[config.mk]
export PLATFORM = sky130hd
export DESIGN_NAME = rbii_ctrl
export DESIGN_NICKNAME = d
export VERILOG_FILES = /design/src/design/rbii_pkg.sv /design/src/design/rbii_ctrl.sv
export SDC_FILE = /design/constraint.sdc
export NUM_CORES = 1
export LEC_CHECK = 0
export BUFFER_PORTS_ARGS = -buffer_cell sky130_fd_sc_hd__buf_4
export CORE_MARGIN = 3
export CORE_UTILIZATION = 45
export CTS_CLUSTER_DIAMETER = 40
export DETAILED_ROUTE_END_ITERATION = 12
export PLACE_DENSITY = 0.72
export SYNTH_ARGS = -nofsm -noshare
export SYNTH_HDL_FRONTEND = slang
export SYNTH_SLANG_ARGS = --single-unit
[constraint.sdc]
create_clock -name clk_i -period 1.85 [get_ports clk_i]
set_clock_uncertainty 0.1 [all_clocks]
set_input_delay 0.2775 -clock clk_i [delete_from_list [all_inputs] [get_ports clk_i]]
set_output_delay 0.2775 -clock clk_i [all_outputs]
set_load 0.01 [all_outputs]
[src/design/rbii_pkg.sv]
// rbii_pkg: shared types, constants and codes for the row band interval index
// depends on nothing; imported by every module of the block except rbii_ram

package rbii_pkg;

  localparam int MAX_RECORDS  = 64;
  localparam int RESULT_LIMIT = 64;
  localparam int AW    = (MAX_RECORDS > 1) ? $clog2(MAX_RECORDS) : 1;
  localparam int CNT_W = $clog2(MAX_RECORDS + 1);
  localparam int LIM_W = $clog2(RESULT_LIMIT + 1);

  typedef enum logic [1:0] {
    OPC_CLEAR = 2'd0,
    OPC_ADD   = 2'd1,
    OPC_BUILD = 2'd2,
    OPC_QUERY = 2'd3
  } opcode_e;

  typedef enum logic [4:0] {
    ST_IDLE, ST_G_NEXT, ST_G_LAT, ST_G_SCAN, ST_G_CMP,
    ST_S_NEXT, ST_S_LAT, ST_S_SCAN, ST_S_CMP,
    ST_M_NEXT, ST_M_LAT, ST_M_SCAN, ST_M_CMP,
    ST_Q_BS, ST_Q_BSC, ST_Q_SC, ST_Q_SCC, ST_Q_MEM, ST_Q_EMIT, ST_Q_FIN
  } state_e;

  typedef enum logic [4:0] {
    OP_NOP, OP_ACCEPT, OP_G_NEXT, OP_G_LAT, OP_G_SCAN, OP_G_CMP,
    OP_S_NEXT, OP_S_LAT, OP_S_SCAN, OP_S_CMP,
    OP_M_NEXT, OP_M_LAT, OP_M_SCAN, OP_M_CMP,
    OP_Q_BS, OP_Q_BSC, OP_Q_SC, OP_Q_SCC, OP_Q_MEM, OP_Q_EMIT, OP_Q_FIN
  } dp_op_e;

  typedef struct packed {
    dp_op_e op;
  } cmd_t;

  typedef struct packed {
    logic r_end;
    logic j_end;
    logic b_end;
    logic row_match;
    logic lo_lt_hi;
    logic scan_stop;
    logic past_end;
    logic below;
    logic mem_done;
    logic emit_stall;
    logic out_free;
  } status_t;

  typedef struct packed {
    logic signed [31:0] idx;
    logic signed [15:0] row;
    logic signed [31:0] top;
    logic signed [31:0] bot;
  } rec_t;

  typedef struct packed {
    logic signed [15:0] row;
    logic signed [31:0] top;
    logic signed [31:0] bot;
  } band_t;

  typedef struct packed {
    band_t            b;
    logic [CNT_W-1:0] mstart;
    logic [CNT_W-1:0] mcnt;
  } sband_t;

  function automatic logic band_less(band_t a, band_t c);
    logic lt;
    if (a.top != c.top) begin
      lt = a.top < c.top;
    end else if (a.bot != c.bot) begin
      lt = a.bot < c.bot;
    end else begin
      lt = a.row < c.row;
    end
    return lt;
  endfunction

endpackage

[src/design/rbii_ctrl.sv]
// rbii_ctrl: sequencing state machine for clear, add, build and query
// depends on rbii_pkg

module rbii_ctrl import rbii_pkg::*; (
  input  logic       clk_i,
  input  logic       rst_ni,
  input  logic       in_valid_i,
  input  logic [1:0] opcode_i,
  input  status_t    status_i,
  output logic       in_ready_o,
  output cmd_t       cmd_o
);

  state_e state_q, state_d;

  always_ff @(posedge clk_i or negedge rst_ni) begin
    if (!rst_ni) begin
      state_q <= ST_IDLE;
    end else begin
      state_q <= state_d;
    end
  end

  always_comb begin
    state_d = state_q;
    case (state_q)
      ST_IDLE: begin
        if (in_valid_i) begin
          if (opcode_e'(opcode_i) == OPC_BUILD) state_d = ST_G_NEXT;
          else if (opcode_e'(opcode_i) == OPC_QUERY) state_d = ST_Q_BS;
        end
      end
      ST_G_NEXT: state_d = status_i.r_end ? ST_S_NEXT : ST_G_LAT;
      ST_G_LAT:  state_d = ST_G_SCAN;
      ST_G_SCAN: state_d = status_i.j_end ? ST_G_NEXT : ST_G_CMP;
      ST_G_CMP:  state_d = status_i.row_match ? ST_G_NEXT : ST_G_SCAN;
      ST_S_NEXT: state_d = status_i.b_end ? ST_M_NEXT : ST_S_LAT;
      ST_S_LAT:  state_d = ST_S_SCAN;
      ST_S_SCAN: state_d = status_i.j_end ? ST_S_NEXT : ST_S_CMP;
      ST_S_CMP:  state_d = ST_S_SCAN;
      ST_M_NEXT: state_d = status_i.b_end ? ST_IDLE : ST_M_LAT;
      ST_M_LAT:  state_d = ST_M_SCAN;
      ST_M_SCAN: state_d = status_i.r_end ? ST_M_NEXT : ST_M_CMP;
      ST_M_CMP:  state_d = ST_M_SCAN;
      ST_Q_BS:   state_d = status_i.lo_lt_hi ? ST_Q_BSC : ST_Q_SC;
      ST_Q_BSC:  state_d = ST_Q_BS;
      ST_Q_SC:   state_d = status_i.scan_stop ? ST_Q_FIN : ST_Q_SCC;
      ST_Q_SCC: begin
        if (status_i.past_end) state_d = ST_Q_FIN;
        else if (status_i.below) state_d = ST_Q_SC;
        else state_d = ST_Q_MEM;
      end
      ST_Q_MEM:  state_d = status_i.mem_done ? ST_Q_SC : ST_Q_EMIT;
      ST_Q_EMIT: state_d = status_i.emit_stall ? ST_Q_EMIT : ST_Q_MEM;
      ST_Q_FIN:  state_d = status_i.out_free ? ST_IDLE : ST_Q_FIN;
      default:   state_d = ST_IDLE;
    endcase
  end

  always_comb begin
    in_ready_o = (state_q == ST_IDLE);
    case (state_q)
      ST_IDLE:   cmd_o.op = in_valid_i ? OP_ACCEPT : OP_NOP;
      ST_G_NEXT: cmd_o.op = OP_G_NEXT;
      ST_G_LAT:  cmd_o.op = OP_G_LAT;
      ST_G_SCAN: cmd_o.op = OP_G_SCAN;
      ST_G_CMP:  cmd_o.op = OP_G_CMP;
      ST_S_NEXT: cmd_o.op = OP_S_NEXT;
      ST_S_LAT:  cmd_o.op = OP_S_LAT;
      ST_S_SCAN: cmd_o.op = OP_S_SCAN;
      ST_S_CMP:  cmd_o.op = OP_S_CMP;
      ST_M_NEXT: cmd_o.op = OP_M_NEXT;
      ST_M_LAT:  cmd_o.op = OP_M_LAT;
      ST_M_SCAN: cmd_o.op = OP_M_SCAN;
      ST_M_CMP:  cmd_o.op = OP_M_CMP;
      ST_Q_BS:   cmd_o.op = OP_Q_BS;
      ST_Q_BSC:  cmd_o.op = OP_Q_BSC;
      ST_Q_SC:   cmd_o.op = OP_Q_SC;
      ST_Q_SCC:  cmd_o.op = OP_Q_SCC;
      ST_Q_MEM:  cmd_o.op = OP_Q_MEM;
      ST_Q_EMIT: cmd_o.op = OP_Q_EMIT;
      ST_Q_FIN:  cmd_o.op = OP_Q_FIN;
      default:   cmd_o.op = OP_NOP;
    endcase
  end

endmodule

==> summary.txt, run 1 <==
STA
  – Max Freq: 0.550 GHz
  – Max transition margin: 72.4%
  – Worst Tran Pin Value: 0.410 ns
  – Setup Viol. Count Final: 0
  – Final Cycle Share: 98.3%
  – Min cycle time layout: 1.82 ns
  – Final Hold Violating Endpoints: 0
  – Slew Limit Fails: 0
  – Setup ws final: 0.0323 ns
  – Unrepaired setup endpoints after global routing: true

Job
  – Maxcap violations: 0

Global routing
  – Pin count of the biggest net entering global routing: 14
  – Antenna violations before repair: 0
  – First-pass GRT wire length: 3.74 mm
  – Gr usage total: 24.6%
  – Final global-route overflow total: 0
  – Vias in the first global route: 899

Yosys
  – Syn. warnings: 0
  – Mapped cell area: 691 sq um
  – Top post-synthesis cells by count: nand2_1, a21oi_1, nor2_1, o21ai_0
  – Mapped Cells: 100
  – Synth area leaders: dfrtp_1, a21oi_1, o21ai_0
  – Number of flops mapped to enable cells by yosys: 0
  – Most common cell in the netlist: nand2_1
  – Net Count, Synth: 116
  – Synth top area share: 18.1%
  – Seq/Total Area, Yosys: 18.1%
  – Post-synth ARST share: 100%
  – Mapped Avg Cell Area: 6.91 sq um
  – Yosys cell types: 37
  – Main synth FF type: dfrtp_1
  – Post-synth top area cell: dfrtp_1
  – Synth Register Bits: 5

Floorplanning
  – Core box area: 1370 sq um
  – Core Rows: 13
  – DIE HEIGHT: 45.2 um
  – I/O Pins: 22
  – Die area: 2040 sq um
  – Chip width: 45.2 um
  – Initial Util: 50.5%

Power
  – PwrDens: 1750 nW/um^2
  – Max rail drop VDD: 1.19 mV
  – Pleak: 0.445 nW
  – Power Total: 1.84 mW

Cells and area
  – Largest Register: state_q
  – Fillers: 109
  – Nets: 152
  – Sequential cell area: 130 sq um
  – Area occupied by multi-input gates: 551 sq um
  – Synthesis-to-finish area growth: 52.2%
  – Max FFs per register: 5
  – Fraction of layout cells with a size suffix above 1: 41.5%
  – # diodes: 0
  – Largest registers: state_q (5)

Setup path
  – Critical path data arrival time: 1.44 ns
  – Worst path required time: 1.47 ns
  – Worst setup EP type: primary output
  – CP max FO: 6
  – Worst Setup Start Kind: flop
  – Flop2flop setup slack: 0.09 ns
  – Crit Path Category: flop to primary output

Worst hold path
  – Worst min-delay path class: input port to flop

Placement
  – PortBufs: 21
  – Final Wtd Congestion: 0.953
  – DP Worst Slack: 0.0410 ns
  – Post-DP HPWL: 1.56 mm

Detailed routing
  – Total Routed Length: 2.31 mm
  – Residual DRC: 0
  – Wire per inst: 15.4 um
  – Via/cell ratio: 6.17
  – Initial DRC count: 28
  – Vias: 925
  – Final ANT Viol Nets: 0
  – Drt first pass iters: 4

CTS
  – CTS sink count: 5
  – Clock latency on the worst-skew pair: 0.25 ns
  – H-tree Lvls: 1
  – Clock Path Buffers: 2
  – TritonCTS buffer count: 3
  – Clk pin slew, worst setup/hold paths: 0.06 ns
  – CTS root buf: clkbuf_4
  – CTS tree: yes

Run status
  – Status: completed
==> critical path, stage by stage (launching register included) <==
cell and delay, ns:
dfrtp_2 0.40, or2_4 0.29, buf_6 0.15, nor4_4 0.15, a211oi_2 0.07, buf_4 0.15
==> metrics by stage <==
step	area [sq um]	std cells	utilization [%]	setup TNS, ns	hold slack (ns)
floorplan	691	100	-	0	-0.118
global placement	905	138	66.2	0	-0.0208
detailed placement	905	138	66.2	0	-0.0202
CTS	1020	149	74.7	0	0.265
global route	1050	150	76.9	-0.0314	0.264
finish	1050	150	76.9	0	0.258
==> final timing paths <==
kind	startpoint	end	depth (start not counted)
max in group asynchronous	rst_ni	state_q[0]$_DFFE_PN0P_	2
worst min-delay path	status_i[0]	state_q[4]$_DFFE_PN0P_	4
worst max-delay path	state_q[3]$_DFFE_PN0P_	cmd_o[0]	5
min in group asynchronous	rst_ni	state_q[4]$_DFFE_PN0P_	2
worst max register to register	state_q[0]$_DFFE_PN0P_	state_q[1]$_DFFE_PN0P_	5
worst min register to register	state_q[4]$_DFFE_PN0P_	state_q[1]$_DFFE_PN0P_	2
==> final cells by class <==
class                           count  area share [%]
Clock buffer                        4            2.50
Multi-Input combinational cell     82            52.4
Timing Repair Buffer               40            29.5
Tap cell                           15            1.79
Inverter                            4            1.43
Sequential cell                     5            12.4
==> repair_timing <==
item,in CTS,in global routing
hold buffers,1,0
endpoints found under the hold margin,5,0
resized for setup,8,7
pin swaps,0,2
cloned,0,0
endpoints found under the setup margin,6,7
buffers inserted,6,1
==> placed cells by master (no fill, tap or decap), drive strengths merged, types with 3 or more instances in the layout <==
cell,n
buf,39
nand2,10
nor2,8
a21oi,8
o21ai,8
nor4,7
dfrtp,5
inv,4
xnor2,4
a31oi,4
nor3,4
clkbuf,4
nor2b,3
==> power by group <==
part	switching, mW	internal, mW
logic	0.739	0.723
registers	0.0795	0.168
clock network	0.0498	0.0818
==> routing by layer <==
metal / share of wire [%] / global-route usage (%)
met5: 0 / 0
met4: 3.2 / 11.1
met3: 9.0 / 5.18
met2: 47 / 42.1
met1: 41 / 29.1
==> logic make-up after synthesis <==
group	share of synthesized area, %
and+or+nand+nor	35.7
xor gates and xnor gates	5.07
AOI/OAI and AO/OA	29.5
muxes	2.90
buffers and inverters	8.70
DFF	18.1
Note: power is estimated with default switching activity, not from simulation.
==> inputs of run 2 (changes only) <==
--- a/config.mk
+++ b/config.mk
@@ -7,10 +7,10 @@
 export LEC_CHECK = 0
 export BUFFER_PORTS_ARGS = -buffer_cell sky130_fd_sc_hd__buf_4
 export CORE_MARGIN = 3
-export CORE_UTILIZATION = 45
+export CORE_UTILIZATION = 49
 export CTS_CLUSTER_DIAMETER = 40
 export DETAILED_ROUTE_END_ITERATION = 12
-export PLACE_DENSITY = 0.72
+export PLACE_DENSITY = 0.77
 export SYNTH_ARGS = -nofsm -noshare
 export SYNTH_HDL_FRONTEND = slang
 export SYNTH_SLANG_ARGS = --single-unit
==> summary.txt, run 2 (synthesis gave the netlist of run 1 again) <==
Cells and area
  – Commonest non-fill, non-tap cells in the layout: buf_4, nand2_1, nor2_1, a21oi_1, o21ai_0
  – Fillers: 75 (-31%)
  – Commonest non-fill, non-tap cell in the layout: buf_4
  – Largest Register: state_q
  – Max FFs per register: 5 (unchanged)
  – Synthesis-to-finish area growth: 49.5%
  – Largest registers: state_q (5)
  – # diodes: 0 (unchanged)
  – Nets: 151 (-0.66%)
  – Final Instance Area: 1030 sq um (-1.8%)
  – Util after Layout: 84.9% (+8.0 points)
  – Fraction of layout cells with a size suffix above 1: 39.6% (-1.9 points)

Floorplanning
  – Die area: 1900 sq um (-7.1%)
  – Core Rows: 12 (-1)
  – Chip width: 43.5 um (-3.6%)
  – I/O Pins: 22 (unchanged)
  – Initial Util: 56.8% (+6.2 points)
  – Core box area: 1220 sq um (-11%)
  – DIE HEIGHT: 43.5 um (-3.6%)

STA
  – Max transition margin: 70.8% (-1.6 points)
  – Max Freq: 0.553 GHz (+0.48%)
  – Min cycle time layout: 1.81 ns (-0.00870 ns)
  – TNS Setup: 0 ns (unchanged)
  – Slew Limit Fails: 0 (unchanged)
  – Worst Tran Pin Value: 0.434 ns (+0.0238 ns)
  – Final Cycle Share: 97.8% (-0.47 points)
  – Hold slack: 0.239 ns (-0.0192 ns)
  – Final Hold Violating Endpoints: 0 (unchanged)
  – Unrepaired setup endpoints after global routing: true
  – Setup Viol. Count Final: 0 (unchanged)

Power
  – PwrDens: 1740 nW/um^2 (-0.95%)
  – Max rail drop VDD: 1.03 mV (-14%)
  – Pleak: 0.442 nW (-0.63%)

Global routing
  – Vias in the first global route: 788 (-12%)
  – Gr usage total: 24.1% (-0.52 points)
  – First-pass GRT wire length: 3.57 mm (-4.6%)
  – Pin count of the biggest net entering global routing: 17 (+3)
  – Antenna violations before repair: 0 (unchanged)
  – Final global-route overflow total: 0 (unchanged)

Detailed routing
  – Vias: 895 (-3.2%)
  – Via/cell ratio: 6.05 (-1.9%)
  – Wire per inst: 14.8 um (-3.8%)
  – Final ANT Viol Nets: 0 (unchanged)
  – Total Routed Length: 2.19 mm (-5.1%)
  – Initial DRC count: 31 (+11%)
  – Drt first pass iters: 4 (unchanged)
  – Residual DRC: 0 (unchanged)

CTS
  – Clock Path Buffers: 2 (unchanged)
  – Clock latency on the worst-skew pair: 0.24 ns (about the same)
  – CTS root buf: clkbuf_4
  – CTS sink count: 5 (unchanged)
  – TritonCTS buffer count: 3 (unchanged)
  – Clk pin slew, worst setup/hold paths: 0.05 ns (about the same)
  – CTS tree: yes
  – H-tree Lvls: 1 (unchanged)

Setup path
  – Flop2flop setup slack: 0.09 ns (about the same)
  – FF-to-FF path depth: 5 (unchanged)
  – Crit-path max cell delay: 0.40 ns (about the same)
  – Worst setup EP type: primary output
  – Reg-to-reg endpoint: state_q[1]$_DFFE_PN0P_
  – CP top delay family: simple AND/OR/NAND/NOR gates
  – Slowest CP cell: dfrtp_2
  – Crit Path Category: flop to primary output
  – Worst-path cell chain: or2_4 -> nor4_4 -> buf_4
  – Critical path data arrival time: 1.43 ns (about the same)
  – Worst Setup Start Kind: flop
  – CP max FO: 10 (+4)
  – Crit path buf inv count: 1 (-1)
  – Worst path required time: 1.47 ns (about the same)
  – FF-to-FF Start: state_q[0]$_DFFE_PN0P_

Run status
  – Status: completed

Job
  – Maxcap violations: 0 (unchanged)

Placement
  – PortBufs: 21 (unchanged)
  – Post-DP HPWL: 1.54 mm (-1.2%)
  – Final Wtd Congestion: 0.945 (-0.86%)
  – Area post-placement: 903 sq um (-0.14%)

Worst hold path
  – Worst hold stages: 4 (unchanged)
  – Worst min-delay path class: input port to flop
  – WHS Endpoint: state_q[4]$_DFFE_PN0P_
  – Hold_sp: status_i[0]
-- run 2: where the power goes --
group	switching, mW	total, mW	internal [mW]
Sequential	0.0832	0.250	0.167
Clock	0.0453	0.127	0.0816
Combinational	0.715	1.41	0.699
-- run 2: worst min-delay path, stage by stage --
cell	delay, ns
buf_4	0.08
a31oi_1	0.07
o21ai_0	0.06
nand2_1	0.05
-- run 2: worst max path at each step --
stage / startpoint / endpoint / slack [ns] / cells after the start
6_report: state_q[3]$_DFFE_PN0P_ / in_ready_o / 0.04 / 3
3_5_place_dp: state_q[0]$_DFFE_PN0P_ / state_q[1]$_DFFE_PN0P_ / 0.08 / 6
4_1_cts: state_q[2]$_DFFE_PN0P_ / in_ready_o / 0.02 / 4
5_1_grt: state_q[3]$_DFFE_PN0P_ / in_ready_o / -0.03 / 3
3_3_place_gp: state_q[0]$_DFFE_PN0P_ / cmd_o[2] / 0.11 / 5
2_1_floorplan: state_q[1]$_DFFE_PN0P_ / cmd_o[0] / 0.26 / 4
-- run 2: per-stage QoR --
stage	total power, mW	instances	setup WS, ns
after global routing	1.95	148	-0.0286
after CTS	1.68	143	0.0161
after global placement	1.41	137	0.109
after floorplan	1.04	100	0.258
final	1.79	148	0.0410
after detailed placement	1.43	137	0.0794
-- run 2: repair_timing --
action                                 in CTS  in global routing
endpoints found under the hold margin       5                  0
hold buffers                                1                  0
buffers inserted                            1                  6
pin swaps                                   0                  1
gates resized for setup                    11                  2
setup endpoints to repair                   6                  5
-- run 2: per-layer routing --
layer / global-route usage [%] / vias to the layer above / share of wire [%]
li1: - / 438 / -
met1: 32.2 / 412 / 43
met2: 42.2 / 39 / 50
met3: 3.73 / 6 / 5.2
met4: 1.81 / 0 / 2.4
met5: 0 / - / 0
-- run 2: cell type report --
class                   count  area [sq um]  share of cell area [%]
multi-input cells          82           542                    52.5
well taps                  14          17.5                    1.70
flip-flops and latches      5           129                    12.5
repair buffers             39           303                    29.3
inverters                   4          15.0                    1.45
clock buffers               4          26.3                    2.55
==> inputs of run 3 (changes only) <==
==> config.mk (replaced) <==
export PLATFORM = sky130hd
export DESIGN_NAME = rbii_ctrl
export DESIGN_NICKNAME = d
export VERILOG_FILES = /design/src/design/rbii_pkg.sv /design/src/design/rbii_ctrl.sv
export SDC_FILE = /design/constraint.sdc
export NUM_CORES = 1
export LEC_CHECK = 0
export CORE_AREA = 3 3 40 42
export CTS_CLUSTER_DIAMETER = 40
export DETAILED_ROUTE_END_ITERATION = 12
export DIE_AREA = 0 0 43 45
export DONT_BUFFER_PORTS = 1
export PLACE_DENSITY = 0.67
export SYNTH_ARGS = -nofsm -noshare
export SYNTH_HDL_FRONTEND = slang
export SYNTH_SLANG_ARGS = --single-unit
==> summary.txt, run 3 (synthesis gave the netlist of run 1 again) <==
Floorplanning
  – DIE HEIGHT: 45 um (+3.3%)
  – Die area: 1940 sq um (+2.0%)
  – Initial Util: 53.7% (-3.0 points)
  – Core box area: 1280 sq um (+5.7%)
  – Core Rows: 13 (+1)
  – I/O Pins: 22 (unchanged)
  – Chip width: 43 um (-1.3%)

Cells and area
  – Commonest non-fill, non-tap cell in the layout: buf_4
  – Final Instance Area: 886 sq um (-14%)
  – Largest Register: state_q
  – # diodes: 0 (unchanged)
  – Max FFs per register: 5 (unchanged)
  – Commonest non-fill, non-tap cells in the layout: buf_4, nand2_1, nor2_1, a21oi_1, o21ai_0
  – Synthesis-to-finish area growth: 28.3%
  – Nets: 130 (-14%)
  – Largest registers: state_q (5)
  – Fraction of layout cells with a size suffix above 1: 29.2% (-10 points)
  – Cell Count, Final, Fillers Out: 128 (-14%)
  – Fillers: 107 (+43%)

Run status
  – Status: completed

Power
  – Power Total: 1.73 mW (-3.4%)
  – PwrDens: 1950 nW/um^2 (+13%)
  – Max rail drop VDD: 1.05 mV (+2.0%)
  – Pleak: 0.341 nW (-23%)

Placement
  – DP Worst Slack: 0.148 ns (+0.0689 ns)
  – Area post-placement: 754 sq um (-16%)
  – Placed insts: 118 (-14%)
  – Final Wtd Congestion: 0.888 (-6.0%)
  – Post-DP HPWL: 1.46 mm (-5.4%)
  – PortBufs: 0 (-100%)

Setup path
  – FF-to-FF path depth: 7 (+2)
  – Crit path buf inv count: 2 (+1)
  – Crit-path max cell delay: 0.48 ns (+0.08 ns)
  – Worst path required time: 1.86 ns (+0.39 ns)
  – Critical path data arrival time: 1.84 ns (+0.41 ns)
  – CP top delay family: simple AND/OR/NAND/NOR gates
  – Worst path depth: 7 (+4)
  – Crit path from: state_q[3]$_DFFE_PN0P_
  – CP max FO: 10 (unchanged)
  – Worst-path cell chain: buf_4 -> buf_4 -> xnor2_1 -> nor2_1 -> nor2_1 -> nor2_1 -> or4_4
  – Worst Setup Start Kind: flop
  – FF-to-FF Start: state_q[3]$_DFFE_PN0P_
  – Worst setup EP type: flop
  – Slowest CP cell: or4_4
  – Crit Path Category: flop to flop
  – Most used cell, CP: nor2_1

Detailed routing
  – Via/cell ratio: 6.84 (+13%)
  – Vias: 876 (-2.1%)
  – Wire per inst: 17.2 um (+16%)
  – Drt first pass iters: 5 (+1)
  – Initial DRC count: 64 (+110%)
  – Total Routed Length: 2.20 mm (+0.36%)
  – Final ANT Viol Nets: 0 (unchanged)
  – Residual DRC: 0 (unchanged)

CTS
  – Clk pin slew, worst setup/hold paths: 0.05 ns (about the same)
  – Clock Path Buffers: 2 (unchanged)
  – TritonCTS buffer count: 3 (unchanged)
  – CTS root buf: clkbuf_4
  – H-tree Lvls: 1 (unchanged)
  – Clock latency on the worst-skew pair: 0.25 ns (about the same)
  – CTS tree: yes
  – CTS sink count: 5 (unchanged)

STA
  – Slew Limit Fails: 0 (unchanged)
  – Max transition margin: 71.8% (+0.96 points)
  – Setup Viol. Count Final: 0 (unchanged)
  – Final Cycle Share: 98.9% (+1.2 points)
  – Max Freq: 0.546 GHz (-1.2%)
  – Final Hold Violating Endpoints: 0 (unchanged)
  – Setup ws final: 0.0194 ns (-0.0215 ns)
  – Min cycle time layout: 1.83 ns (+0.0215 ns)
  – Hold slack: 0.174 ns (-0.0650 ns)
  – Worst Tran Pin Value: 0.420 ns (-0.0143 ns)

Worst hold path
  – Worst hold stages: 3 (-1)
  – Hold_sp: status_i[0]
  – Worst min-delay path class: input port to flop

Global routing
  – Vias in the first global route: 771 (-2.2%)
  – Pin count of the biggest net entering global routing: 17 (unchanged)
  – Antenna violations before repair: 0 (unchanged)
  – GR Util met2: 36.8% (-5.3 points)
  – M1 GR Usage: 28.2% (-3.9 points)
  – M3 GR Usage: 3.19% (-0.55 points)
  – Final global-route overflow total: 0 (unchanged)
  – First-pass GRT wire length: 3.33 mm (-6.8%)
  – Most Used Layer, Global Route: met2
  – Gr usage total: 22.0% (-2.1 points)

Job
  – Maxcap violations: 0 (unchanged)
-- run 3: layer usage --
metal,wire (um),share of wire [%]
met1,862,39
met2,1070,49
met3,222,10
met4,46,2.1
met5,0,0
-- run 3: repair_timing --
item                                    4_1_cts  5_1_grt
endpoints found under the setup margin        4        4
resized for setup                             7        6
buffers inserted                              1        4
hold endpoints to repair                      5        0
hold buffers                                  1        0
-- run 3: final timing paths --
check,to,slack [ns]
max in group asynchronous,state_q[3]$_DFFE_PN0P_,1.20
max reg2reg,state_q[1]$_DFFE_PN0P_,0.02
max,state_q[1]$_DFFE_PN0P_,0.02
min,state_q[4]$_DFFE_PN0P_,0.17
min reg2reg,state_q[4]$_DFFE_PN0P_,0.61
min in group asynchronous,state_q[2]$_DFFE_PN0P_,0.23
-- run 3: final cells by class --
type,count,area (sq um),area share (%)
clock buffer,4,26.3,2.97
timing repair buffer,18,145,16.4
sequential,5,129,14.5
tap,15,18.8,2.12
multi-input combinational,82,552,62.3
inverter,4,15.0,1.69
-- run 3: worst min-delay path, delay by kind of cell --
kind	cells	cell delay (ns)
compound gates	2	0.15
simple gates	1	0.05
-- run 3: metrics by stage --
step,setup TNS (ns),utilization [%]
finish,0,68.9
global route,-0.0439,68.9
CTS,0,64.1
detailed placement,0,58.7
global placement,0,58.7
floorplan,0,-
-- run 3: power by group --
group	leakage (nW)	total (mW)	switching, mW	internal, mW
Sequential	0.0596	0.241	0.0740	0.167
Combinational	0.266	1.36	0.726	0.632
Clock	0.0150	0.130	0.0487	0.0818
